--- src/rtl/jtfs_pkg.sv ---
// Package for the JSON top-level field splitter.
// Holds character codes, caps and the front-to-back queue entry type.
// No dependencies.
`default_nettype none

package jtfs_pkg;

    localparam int POS_W   = 16;
    localparam int DEPTH_W = 8;
    localparam int CNT_W   = 8;

    localparam logic [POS_W-1:0]   POS_CAP   = 16'hFFFF;
    localparam logic [DEPTH_W-1:0] DEPTH_CAP = 8'd127;
    localparam logic [CNT_W-1:0]   SEG_CAP   = 8'd255;

    localparam logic [7:0] CH_QUOTE  = 8'h22;
    localparam logic [7:0] CH_COMMA  = 8'h2C;
    localparam logic [7:0] CH_LBRACK = 8'h5B;
    localparam logic [7:0] CH_RBRACK = 8'h5D;
    localparam logic [7:0] CH_LBRACE = 8'h7B;
    localparam logic [7:0] CH_RBRACE = 8'h7D;

    localparam int QUEUE_DEPTH = 4;
    localparam int QUEUE_AW    = 2;

    // one entry: an optional segment result followed by an optional summary
    typedef struct packed {
        logic             has_seg;
        logic [POS_W-1:0] seg_start;
        logic [POS_W-1:0] seg_end;
        logic [CNT_W-1:0] seg_index;
        logic             has_sum;
        logic [CNT_W-1:0] sum_count;
        logic             sum_match;
        logic             sum_fault;
    } jtfs_entry_t;

endpackage

`default_nettype wire

--- src/rtl/json_top_level_field_splitter_core.sv ---
// JSON top-level field splitter: front parser, 4-entry queue, output stage.
// Each result is registered in the queue, then in the output register.
// Throughput: one byte per cycle while the queue is not full; a last byte
// that also closes a field gives a segment beat and then a summary beat.
// Reset: synchronous active-low aresetn clears parser state, queue and
// expected_segments (to 0). Depends on jtfs_pkg, jtfs_front/queue/back.
`default_nettype none

module json_top_level_field_splitter_core (
    input  wire         aclk,
    input  wire         aresetn,
    input  wire         cfg_wr_en,
    input  wire  [7:0]  cfg_wr_data,
    input  wire         s_valid,
    output logic        s_ready,
    input  wire  [7:0]  s_char_byte,
    input  wire         s_end_of_message,
    output logic        m_valid,
    input  wire         m_ready,
    output logic        m_is_summary,
    output logic [15:0] m_seg_start,
    output logic [15:0] m_seg_end,
    output logic [7:0]  m_seg_index,
    output logic        m_count_match,
    output logic        m_depth_fault,
    output logic        m_last_result
);
    import jtfs_pkg::*;

    jtfs_entry_t push_entry;
    jtfs_entry_t pop_entry;
    logic        push;
    logic        q_ready;
    logic        q_valid;
    logic        pop;

    jtfs_front u_front (
        .aclk             (aclk),
        .aresetn          (aresetn),
        .cfg_wr_en        (cfg_wr_en),
        .cfg_wr_data      (cfg_wr_data),
        .s_valid          (s_valid),
        .s_ready          (s_ready),
        .s_char_byte      (s_char_byte),
        .s_end_of_message (s_end_of_message),
        .q_ready          (q_ready),
        .q_push           (push),
        .q_entry          (push_entry)
    );

    jtfs_queue u_queue (
        .aclk       (aclk),
        .aresetn    (aresetn),
        .push       (push),
        .push_entry (push_entry),
        .in_ready   (q_ready),
        .pop        (pop),
        .out_valid  (q_valid),
        .out_entry  (pop_entry)
    );

    jtfs_back u_back (
        .aclk          (aclk),
        .aresetn       (aresetn),
        .q_valid       (q_valid),
        .q_entry       (pop_entry),
        .q_pop         (pop),
        .m_valid       (m_valid),
        .m_ready       (m_ready),
        .m_is_summary  (m_is_summary),
        .m_seg_start   (m_seg_start),
        .m_seg_end     (m_seg_end),
        .m_seg_index   (m_seg_index),
        .m_count_match (m_count_match),
        .m_depth_fault (m_depth_fault),
        .m_last_result (m_last_result)
    );

endmodule

`default_nettype wire

--- src/rtl/jtfs_front.sv ---
// Front end: accepts message bytes, tracks depth/string/field state and
// pushes segment and summary records into the queue. Uses jtfs_pkg.
`default_nettype none

module jtfs_front (
    input  wire                  aclk,
    input  wire                  aresetn,
    input  wire                  cfg_wr_en,
    input  wire [7:0]            cfg_wr_data,
    input  wire                  s_valid,
    output logic                 s_ready,
    input  wire [7:0]            s_char_byte,
    input  wire                  s_end_of_message,
    input  wire                  q_ready,
    output logic                 q_push,
    output jtfs_pkg::jtfs_entry_t q_entry
);
    import jtfs_pkg::*;

    logic [CNT_W-1:0]   expected_reg;
    logic [DEPTH_W-1:0] depth_reg, depth_next;
    logic               in_str_reg, in_str_next;
    logic               open_reg, open_next;
    logic [POS_W-1:0]   start_reg, start_next;
    logic [POS_W-1:0]   pos_reg, pos_next;
    logic [CNT_W-1:0]   count_reg, count_next;
    logic               fault_reg, fault_next;
    logic               close_req;
    logic               emit_seg;
    logic               accept;

    assign s_ready = q_ready;
    assign accept  = s_valid && s_ready;

    always_comb begin
        depth_next  = depth_reg;
        in_str_next = in_str_reg;
        open_next   = open_reg;
        start_next  = start_reg;
        fault_next  = fault_reg;
        close_req   = 1'b0;

        if (in_str_reg) begin
            if (s_char_byte == CH_QUOTE) begin
                in_str_next = 1'b0;
            end
        end else if (s_char_byte == CH_QUOTE) begin
            in_str_next = 1'b1;
            if (depth_reg == DEPTH_W'(1) && !open_reg) begin
                open_next  = 1'b1;
                start_next = (pos_reg == POS_CAP) ? POS_CAP : pos_reg + POS_W'(1);
            end
        end else if (s_char_byte == CH_LBRACE || s_char_byte == CH_LBRACK) begin
            if (depth_reg >= DEPTH_CAP) begin
                fault_next = 1'b1;
            end else begin
                depth_next = depth_reg + DEPTH_W'(1);
            end
        end else if (s_char_byte == CH_RBRACE || s_char_byte == CH_RBRACK) begin
            if (depth_reg == '0) begin
                fault_next = 1'b1;
            end else begin
                depth_next = depth_reg - DEPTH_W'(1);
                close_req  = (s_char_byte == CH_RBRACE) && (depth_reg == DEPTH_W'(1))
                             && open_reg;
            end
        end else if (s_char_byte == CH_COMMA) begin
            close_req = (depth_reg == DEPTH_W'(1)) && open_reg;
        end

        emit_seg   = close_req && (count_reg < SEG_CAP);
        count_next = emit_seg ? count_reg + CNT_W'(1) : count_reg;
        if (close_req) begin
            open_next = 1'b0;
        end
        pos_next = (pos_reg < POS_CAP) ? pos_reg + POS_W'(1) : pos_reg;

        q_entry.has_seg   = emit_seg;
        q_entry.seg_start = start_reg;
        q_entry.seg_end   = pos_reg;
        q_entry.seg_index = count_reg;
        q_entry.has_sum   = s_end_of_message;
        q_entry.sum_count = count_next;
        q_entry.sum_match = (count_next == expected_reg);
        q_entry.sum_fault = fault_next;
        q_push = accept && (emit_seg || s_end_of_message);
    end

    always_ff @(posedge aclk) begin
        if (!aresetn) begin
            expected_reg <= '0;
            depth_reg    <= '0;
            in_str_reg   <= 1'b0;
            open_reg     <= 1'b0;
            start_reg    <= '0;
            pos_reg      <= '0;
            count_reg    <= '0;
            fault_reg    <= 1'b0;
        end else begin
            if (cfg_wr_en) begin
                expected_reg <= cfg_wr_data;
            end
            if (accept) begin
                if (s_end_of_message) begin
                    depth_reg  <= '0;
                    in_str_reg <= 1'b0;
                    open_reg   <= 1'b0;
                    start_reg  <= '0;
                    pos_reg    <= '0;
                    count_reg  <= '0;
                    fault_reg  <= 1'b0;
                end else begin
                    depth_reg  <= depth_next;
                    in_str_reg <= in_str_next;
                    open_reg   <= open_next;
                    start_reg  <= start_next;
                    pos_reg    <= pos_next;
                    count_reg  <= count_next;
                    fault_reg  <= fault_next;
                end
            end
        end
    end

endmodule

`default_nettype wire

--- src/rtl/jtfs_queue.sv ---
// Short register FIFO between front and back end.
// Uses jtfs_pkg for the entry type and depth.
`default_nettype none

module jtfs_queue (
    input  wire                   aclk,
    input  wire                   aresetn,
    input  wire                   push,
    input  jtfs_pkg::jtfs_entry_t push_entry,
    output logic                  in_ready,
    input  wire                   pop,
    output logic                  out_valid,
    output jtfs_pkg::jtfs_entry_t out_entry
);
    import jtfs_pkg::*;

    jtfs_entry_t           mem [QUEUE_DEPTH];
    logic [QUEUE_AW-1:0]   wr_ptr_reg;
    logic [QUEUE_AW-1:0]   rd_ptr_reg;
    logic [QUEUE_AW:0]     fill_reg;
    logic                  do_push;
    logic                  do_pop;

    assign in_ready  = (fill_reg != (QUEUE_AW+1)'(QUEUE_DEPTH));
    assign out_valid = (fill_reg != '0);
    assign out_entry = mem[rd_ptr_reg];
    assign do_push   = push && in_ready;
    assign do_pop    = pop && out_valid;

    always_ff @(posedge aclk) begin
        if (do_push) begin
            mem[wr_ptr_reg] <= push_entry;
        end
    end

    always_ff @(posedge aclk) begin
        if (!aresetn) begin
            wr_ptr_reg <= '0;
            rd_ptr_reg <= '0;
            fill_reg   <= '0;
        end else begin
            if (do_push) begin
                wr_ptr_reg <= wr_ptr_reg + QUEUE_AW'(1);
            end
            if (do_pop) begin
                rd_ptr_reg <= rd_ptr_reg + QUEUE_AW'(1);
            end
            if (do_push && !do_pop) begin
                fill_reg <= fill_reg + (QUEUE_AW+1)'(1);
            end else if (do_pop && !do_push) begin
                fill_reg <= fill_reg - (QUEUE_AW+1)'(1);
            end
        end
    end

endmodule

`default_nettype wire

--- src/rtl/jtfs_back.sv ---
// Back end: takes queue entries into an output register and sends the
// segment beat, then the summary beat, of each, where present. Uses jtfs_pkg.
`default_nettype none

module jtfs_back (
    input  wire                   aclk,
    input  wire                   aresetn,
    input  wire                   q_valid,
    input  jtfs_pkg::jtfs_entry_t q_entry,
    output logic                  q_pop,
    output logic                  m_valid,
    input  wire                   m_ready,
    output logic                  m_is_summary,
    output logic [15:0]           m_seg_start,
    output logic [15:0]           m_seg_end,
    output logic [7:0]            m_seg_index,
    output logic                  m_count_match,
    output logic                  m_depth_fault,
    output logic                  m_last_result
);
    import jtfs_pkg::*;

    jtfs_entry_t ent_reg;
    logic        valid_reg;
    logic        seg_done_reg;
    logic        sum_beat;
    logic        final_beat;

    assign sum_beat   = seg_done_reg || !ent_reg.has_seg;
    assign final_beat = sum_beat || !ent_reg.has_sum;
    assign q_pop      = q_valid && (!valid_reg || (m_ready && final_beat));

    assign m_valid       = valid_reg;
    assign m_is_summary  = sum_beat;
    assign m_seg_start   = sum_beat ? '0 : ent_reg.seg_start;
    assign m_seg_end     = sum_beat ? '0 : ent_reg.seg_end;
    assign m_seg_index   = sum_beat ? ent_reg.sum_count : ent_reg.seg_index;
    assign m_count_match = sum_beat && ent_reg.sum_match;
    assign m_depth_fault = sum_beat && ent_reg.sum_fault;
    assign m_last_result = final_beat;

    always_ff @(posedge aclk) begin
        if (q_pop) begin
            ent_reg <= q_entry;
        end
    end

    always_ff @(posedge aclk) begin
        if (!aresetn) begin
            valid_reg    <= 1'b0;
            seg_done_reg <= 1'b0;
        end else begin
            if (q_pop) begin
                valid_reg    <= 1'b1;
                seg_done_reg <= 1'b0;
            end else if (valid_reg && m_ready) begin
                if (final_beat) begin
                    valid_reg <= 1'b0;
                end else begin
                    seg_done_reg <= 1'b1;
                end
            end
        end
    end

endmodule

`default_nettype wire

--- config.mk ---
export PLATFORM = sky130hd
export DESIGN_NAME = json_top_level_field_splitter_core
export DESIGN_NICKNAME = d
export VERILOG_FILES = /design/src/rtl/jtfs_pkg.sv /design/src/rtl/json_top_level_field_splitter_core.sv /design/src/rtl/jtfs_front.sv /design/src/rtl/jtfs_queue.sv /design/src/rtl/jtfs_back.sv
export SDC_FILE = /design/constraint.sdc
export NUM_CORES = 1
export LEC_CHECK = 0
export BUFFER_PORTS_ARGS = -buffer_cell sky130_fd_sc_hd__buf_2
export CORE_MARGIN = 1.5
export CORE_UTILIZATION = 53
export CTS_CLUSTER_SIZE = 28
export DETAILED_ROUTE_END_ITERATION = 8
export GPL_ROUTABILITY_DRIVEN = 0
export PLACE_DENSITY_LB_ADDON = 0.1
export SLEW_MARGIN = 40
export SYNTH_ARGS = -nofsm -noshare
export SYNTH_HDL_FRONTEND = slang
export SYNTH_SLANG_ARGS = --single-unit
--- constraint.sdc ---
create_clock -name aclk -period 14.9 [get_ports aclk]
set_input_delay 2.98 -clock aclk [delete_from_list [all_inputs] [get_ports aclk]]
set_output_delay 2.98 -clock aclk [all_outputs]
set_load 0.02 [all_outputs]
# Yosys cells after proc, flatten, opt, wreduce, memory -nomap -nowiden
# Memories as Yosys holds them, arrays and structs flattened. A register that Yosys moved wholly into a read port is not among the register bits.
# Cells that the tools add are included.
# W data, S select, Z words.
# word_totals
ramBits	208
output_inout_bits	46
romBits	0
ff_bits	68
latchBits	0
n_memories	1
# mem_list
name	depth	word_bits	read_ports	rd_ports_with_merged_regs	write_ports	line_no	rtl
u_queue.mem	4	52	1	1	1	jtfs_queue.sv:17	jtfs_entry_t mem [QUEUE_DEPTH];
# op_classes
shifts	0
n_reduce_logical	46
order_cmp	3
n_eq_ne	15
n_mux	48
add_sub_neg	8
mul	0
div	0
bitwise	2
# op_table
operator	n
$mux W16	9
$mux W8	10
$eq A8 B7 Y1 const B	4
$mux W1	27
$add A16 B1 Y16 const B	1
$add A8 B1 Y8 const B	2
$eq A16 B16 Y1 const B	1
$eq A8 B6 Y1 const B	2
$logic_and A1 B1 Y1	16
$lt A16 B16 Y1 const B	1
$reduce_bool A2 Y1	6
$reduce_bool A3 Y1	4
$ne A3 B3 Y1 const B	3
$eq A8 B1 Y1 const B	1
$eq A8 B8 Y1	1
$ge A8 B7 Y1 const B	1
$logic_not A8 Y1	1
$lt A8 B8 Y1 const B	1
$reduce_and A4 Y1	2
$sub A8 B1 Y8 const B	1
$logic_not A1 Y1	6
$logic_or A1 B1 Y1	6
$mux W3	2
$reduce_and A2 Y1	3
8 further kinds	11

# Logic depth before layout (Yosys ltp)
# Gate-level depths: netlist of the first run.
# logic_depth
word_depth	16
mapped_depth	12
mapped_depth_nobuf	12

# By module
# From an unflattened synthesis of the first run, not the netlist that was laid out.
# unflattened
cells_unflattened	881
hier_area_um2	13653.1
# modules_own_cells
module	area_each_um2	seq_area_each_um2	n_inst	cells_each
jtfs_queue	8060.2	6426.2	1	320
jtfs_front	3563.4	1181.1	1	449
jtfs_back	2029.4	1601.5	1	112

# Worst setup path before layout of the first run
# Ideal clock, no wire load.
# synth_timing
kind	input to register
startpoint	input m_ready
endpoint	register u_queue.fill_reg[2]
arrival_time_ns	6.954
path_slack_ns	7.870
setup_time_ns	0.076
path_stages	9
t_required_ns	14.824
path_cell_list	nand2_1 > a21oi_1 > inv_1 > ha_1 > inv_1 > fa_1 > xor2_1 > or3_1 > a21boi_0
# synth_between
elab_chain_cells	7
elab_cells_between_ends	9
cone_classes	mux (1); reduce/logical (8)
# synth_rtl
element	line_no	rtl
from (decl)	json_top_level_field_splitter_core.sv:19	input wire m_ready,
$logic_and A1 B1 Y1 *	jtfs_back.sv:31	assign q_pop = q_valid && (!valid_reg || (m_ready && final_beat));
$logic_or A1 B1 Y1 *	jtfs_back.sv:31	
$logic_and A1 B1 Y1 *	jtfs_back.sv:31	
named net pop	json_top_level_field_splitter_core.sv:35	logic pop;
$logic_and A1 B1 Y1 *	jtfs_queue.sv:28	assign do_pop = pop && out_valid;
$logic_not A1 Y1	jtfs_queue.sv:48	if (do_push && !do_pop) begin
$logic_and A1 B1 Y1	jtfs_queue.sv:48	
$mux W3 / $reduce_bool A2 Y1 (equally long branches)	--	
to (signal assigned)	jtfs_queue.sv:49	fill_reg <= fill_reg + (QUEUE_AW+1)'(1);
to (signal assigned)	jtfs_queue.sv:51	fill_reg <= fill_reg - (QUEUE_AW+1)'(1);
to (decl)	jtfs_queue.sv:20	logic [QUEUE_AW:0] fill_reg;
# Mark *: on every way through the listed nets, which the timed path passes. The rest lies on a longest branch.
# A chain may end at the register's enable or synchronous reset.

==> results.json, run 1 <==
{
  "worst_pin_slew_ps": 816.6,
  "synth_commonest_cells": "edfxtp_1, dfxtp_1, mux4_2",
  "netlist_area_sq_um": 13370,
  "route.detailed.drc": 0,
  "dr.pass1.iters": 5,
  "grt_antenna_before_repair": 0,
  "arrival_ps": 6330,
  "cts_setup_buffers": 0,
  "p_per_area_nw_per_um2": 167.6,
  "ant_nets": 0,
  "fillers": 1826,
  "cts-root-buf": "clkbuf_16",
  "slew_violations": 0,
  "maxSlewHeadroom_pct": 45.56,
  "synth_cell_types": 64,
  "max_freq_mhz": 168.9,
  "die-area_sq_um": 26200,
  "avgSynthCellArea_sq_um": 16.13,
  "required_ps": 15310,
  "rows": 57,
  "core_area_sq_um": 24530,
  "synth_top_cell_by_area": "edfxtp_1",
  "cts_resized": 0,
  "clk_latency_ps": 500,
  "cts_tree": "built",
  "area_growth_pct": 12.50,
  "worst_setup_path_end_kind": "register",
  "grt_max_degree": 56,
  "grt_pass1_wl_um": 39780,
  "start_util_pct": 54.51,
  "fin_skew_ps": 18.54,
  "peakVddDrop_mv": 0.1144,
  "cts.path.max_buffers": 3,
  "fin_util_pct": 61.33,
  "ys_seq_area_share_pct": 68.56,
  "hold_viol": 0,
  "yosys_warnings": 0,
  "cts.clk_slew.worst_paths_ps": 50,
  "critPathKind": "primary input to register",
  "tns_ps": 0,
  "cts_buffers": 34,
  "yosys.area.top_type_share_pct": 58.38,
  "vias_per_cell": 5.751,
  "grt_overflow": 0,
  "io_buffers": 67,
  "ys.flop_type": "edfxtp_1",
  "netlist_top_cells_area": "edfxtp_1, dfxtp_1, mux4_2, mux2i_1, and2_1",
  "n_antenna_cell": 0,
  "syn-num-nets": 863,
  "worstHoldPathType": "register to register",
  "wire_per_inst_um": 19.93,
  "status": "finished, final reports clean",
  "grt_pass1_vias": 7075,
  "syn_inst": 829,
  "finalCritPeriodShare_pct": 39.73,
  "largest_reg_flops": 208,
  "die_h_um": 161.9,
  "wl_um": 24850,
  "ys_ff_latch": 328,
  "drive_gt1_share_pct": 24.16,
  "nets": 933,
  "post-synth-top-count-cell": "edfxtp_1",
  "setup_viol": 0,
  "synth_edf_count": 260,
  "die_w_um": 161.9,
  "drt_iter0_markers": 637,
  "path_max_fanout": 12,
  "power.leakage_nw": 5.160,
  "grtUsageTotal_pct": 19.61,
  "htree_num_levels": 2,
  "cp-start-kind": "primary input",
  "hold_buffers": 0,
  "ios": 68,
  "cts.sinks": 328,
  "dpl.hpwl_um": 15310,
  "num_vias": 7171,
  "drv_cap": 0,
  "synthArstFlopShare_pct": 0,
  "rsz0062_at_grt": "no",
  "min_period_ps": 5920
}
worst max-delay path, stage by stage:
cell and delay [ps]:
buf_2 110, nor4b_2 320, o2111ai_1 280, a2111oi_4 840
o21ai_1 260, inv_1 200, ha_1 220, inv_1 60
fa_1 370, xor2_1 180, or3_1 310, a21boi_0 180
layer usage:
metal	global-route usage [%]	vias to the layer above	wire length, um
li1	-	3328	-
met1	28.69	3578	11450
met2	30.67	212	11350
met3	3.243	53	1437
met4	5.755	0	610
met5	0	-	0
power breakdown:
group          switching [W]  internal, W  total (W)
registers          0.0000494      0.00114    0.00119
logic               0.000327     0.000240   0.000567
clock network       0.000319     0.000442   0.000761
layout by cell type, fill, tap and decap left out, types with 5 or more instances in the layout:
cell type,count
buf_2,67
clkbuf_16,35
or3_1,8
dfxtp_1,66
nand3_1,22
a21boi_0,11
clkinv_1,6
nand4_1,6
buf_4,8
and2_1,38
mux2i_1,27
a21oi_1,19
edfxtp_1,260
xnor2_1,17
nor3_1,6
inv_1,13
o21ai_0,23
nor2b_1,33
mux4_2,52
ha_1,11
mux2_2,8
clkbuf_1,12
xor2_1,15
o221a_2,14
and3_1,5
nand2_1,29
and4_1,7
nor2_1,36
logic make-up after synthesis:
group / synth area share [%]
DFF: 68.56
and+or+nand+nor: 9.860
muxes: 11.56
AOI/OAI and AO/OA: 4.781
buffers and inverters: 1.965
xor gates and xnor gates: 2.096
adders and majority gates: 1.179
final cells by class:
type | instances | area, sq um | share of cell area [%]
Clock buffer | 49 | 948.4 | 6.304
Multi-Input combinational cell | 444 | 3974 | 26.41
Timing Repair Buffer | 78 | 444.2 | 2.952
Sequential cell | 328 | 9174 | 60.97
Clock inverter | 11 | 51.30 | 0.3410
Tap cell | 324 | 405.4 | 2.694
Inverter | 13 | 48.80 | 0.3243
worst paths after layout:
| kind | end | cells past startpoint | slack (ps) | startpoint |
|---|---|---|---|---|
| setup / recovery | u_queue.fill_reg[2]$_SDFFE_PN0P_ | 12 | 8980 | s_char_byte[0] |
| hold / removal | u_front.fault_reg$_SDFFE_PN0P_ | 2 | 480 | u_front.fault_reg$_SDFFE_PN0P_ |
| setup reg to reg | u_queue.fill_reg[2]$_SDFFE_PN0P_ | 11 | 11110 | u_front.count_reg[0]$_SDFFE_PN0P_ |
| hold reg to reg | u_front.fault_reg$_SDFFE_PN0P_ | 2 | 480 | u_front.fault_reg$_SDFFE_PN0P_ |
metrics by stage:
stage,setup slack [ps],hold WS (ps),total power [W],cell area (sq um),std cells
floorplan,7870,431.3,0.001607,13370,829
global placement,8541,447.8,0.001766,14000,1185
detailed placement,8473,458.1,0.001786,14020,1186
CTS,8986,470.1,0.002550,15020,1246
global route,8722,509.1,0.002640,15050,1247
finish,8980,477.2,0.002521,15050,1247
No activity file was read; power rests on OpenSTA's default activity.
==> run 2, diff against run 1 <==
==> constraint.sdc (replaced) <==
create_clock -name aclk -period 5.7 [get_ports aclk]
set_input_delay 1.14 -clock aclk [delete_from_list [all_inputs] [get_ports aclk]]
set_output_delay 1.14 -clock aclk [all_outputs]
set_load 0.02 [all_outputs]
==> run 2 against run 1 <==
  * Wire length rose by 2.6%
  * Combinational power rose to 2.6 times the previous value
  * Total power grew to 2.7 times the previous value
  * Die area unchanged
  * Clock power increased to 2.8 times the previous value
  * Register-to-register slack worse by 9200 ps
  * Global-route usage grew 0.69 points
==> results.json, run 2 (same netlist as run 1, synthesis figures left out) <==
{
  "grtUsageTotal_pct": 20.30,
  "dpl.hpwl_um": 15910,
  "maxSlewHeadroom_pct": 45.34,
  "arrival_ps": 4550,
  "min_period_ps": 4135,
  "vias_per_cell": 5.791,
  "max_stage_delay_ps": 840,
  "required_ps": 6120,
  "tns_ps": 0,
  "rsz0062_at_grt": "no",
  "dpl_worst_slack_ps": 1088,
  "cts_setup_buffers": 0,
  "cts.clk_slew.worst_paths_ps": 60,
  "ios": 68,
  "clkPwrFrac_pct": 31.4,
  "area_growth_pct": 13.28,
  "htree_num_levels": 2,
  "power.leakage_nw": 5.213,
  "cts_resized": 0,
  "grt_pass1_wl_um": 40850,
  "cp_num_buf_inv": 3,
  "wire_per_inst_um": 20.45,
  "crit_family": "compound AO/OA/AOI/OAI gates",
  "setup_viol": 0,
  "grt_max_degree": 64,
  "wl_um": 25510,
  "total_power_w": 0.006716,
  "cts.path.max_buffers": 3,
  "max_freq_mhz": 241.9,
  "slew_violations": 0,
  "cts.sinks": 328,
  "io_buffers": 67,
  "worst_pin_slew_ps": 819.9,
  "route.detailed.drc": 0,
  "nets": 936,
  "cts_buffers": 34,
  "core_area_sq_um": 24530,
  "crit_chain": "buf_2 -> nor4b_2 -> o2111ai_1 -> a2111oi_4 -> o21ai_1 -> inv_1 -> ha_1 -> inv_1 -> fa_1 -> xor2_1 -> or3_1 -> a21boi_0",
  "die-area_sq_um": 26200,
  "hold_buffers": 0,
  "finalCritPeriodShare_pct": 72.54,
  "largest_reg_flops": 208,
  "cp-start-kind": "primary input",
  "peakVddDrop_mv": 0.2745,
  "worst_setup_path_end_kind": "register",
  "die_h_um": 161.9,
  "fin_skew_ps": 21.71,
  "grt_pass1_vias": 7299,
  "mostFrequentLayoutCell": "edfxtp_1",
  "cp_common_cell": "inv_1",
  "seq_power_share_pct": 46.8,
  "drt_iter0_markers": 644,
  "grt_overflow": 0,
  "cts-root-buf": "clkbuf_16",
  "status": "finished, final reports clean",
  "worstHoldPathType": "register to register",
  "drive_gt1_share_pct": 24.70,
  "n_antenna_cell": 0,
  "hold_viol": 0,
  "rows": 57,
  "drv_cap": 0,
  "combPwrFrac_pct": 21.8,
  "critPathKind": "primary input to register",
  "holdWs_ps": 473.4,
  "switching_share_pct": 27.33,
  "dr.pass1.iters": 7,
  "clk_latency_ps": 510,
  "power.switching_w": 0.001836,
  "p_per_area_nw_per_um2": 443.3,
  "final_cell_mix": "edfxtp_1, buf_2, dfxtp_1, mux4_2, and2_1",
  "die_w_um": 161.9,
  "grt_antenna_before_repair": 0,
  "path_max_fanout": 12,
  "num_vias": 7221,
  "critical_path.slowest_cell": "a2111oi_4",
  "fillers": 1774,
  "ant_nets": 0,
  "setup_slack_ps": 1565,
  "cts_tree": "built",
  "intPower_w": 0.004881,
  "start_util_pct": 54.51
}
run 2: cell types whose count changed in the layout (fill, tap and decap cells not counted):
| cell | change |
|---|---|
| clkinv_4 | +1 |
| nor2_1 | +1 |
| buf_4 | +2 |
| clkbuf_1 | -6 |
| clkinv_2 | -1 |
| clkbuf_16 | +1 |
| bufinv_16 | +2 |
| clkbuf_8 | -1 |
| buf_12 | +2 |
| nor2_2 | -1 |
run 2: area by class of cell:
cell class	count	area [sq um]	share of cell area, %
clock buffer	44	950.9	6.276
clock inverter	13	115.1	0.7598
inverter	13	48.80	0.3221
multi-input combinational	444	3971	26.21
sequential	328	9174	60.55
tap	324	405.4	2.676
timing repair buffer	81	485.5	3.204
run 2: metrics by stage:
step / cell area, sq um / utilization (%) / instances
5_1_grt: 15150 / 61.76 / 1247
2_1_floorplan: 13370 / - / 829
6_report: 15150 / 61.76 / 1247
4_1_cts: 15130 / 61.67 / 1246
3_3_place_gp: 14000 / 57.08 / 1186
3_5_place_dp: 14060 / 57.33 / 1189
run 2: worst min-delay path, delay by kind of cell (launching register included):
| family | cells | cell delay (ps) |
|---|---|---|
| flops | 1 | 320 |
| simple gates | 2 | 120 |
run 2: worst paths after layout:
kind	to	start	cells after the start	slack [ps]
worst min-delay path	u_front.fault_reg$_SDFFE_PN0P_	u_front.fault_reg$_SDFFE_PN0P_	2	470
worst min register to register	u_front.fault_reg$_SDFFE_PN0P_	u_front.fault_reg$_SDFFE_PN0P_	2	470
worst max register to register	u_queue.fill_reg[2]$_SDFFE_PN0P_	u_front.count_reg[0]$_SDFFE_PN0P_	11	1900
worst max-delay path	u_queue.fill_reg[2]$_SDFFE_PN0P_	s_char_byte[0]	12	1570
run 2: layer usage:
layer	global-route usage, %	share of wire, %
met4	5.338	2.2
met2	32.52	47
met1	29.14	46
met3	3.524	4.7
met5	0	0
run 2: power groups by stage:
stage	Sequential [W]	Combinational [W]	Clock (W)
floorplan	0.00313	0.00107	0
global placement	0.00324	0.00138	0
detailed placement	0.00320	0.00149	0
CTS	0.00315	0.00150	0.00216
global route	0.00318	0.00159	0.00225
finish	0.00314	0.00147	0.00211
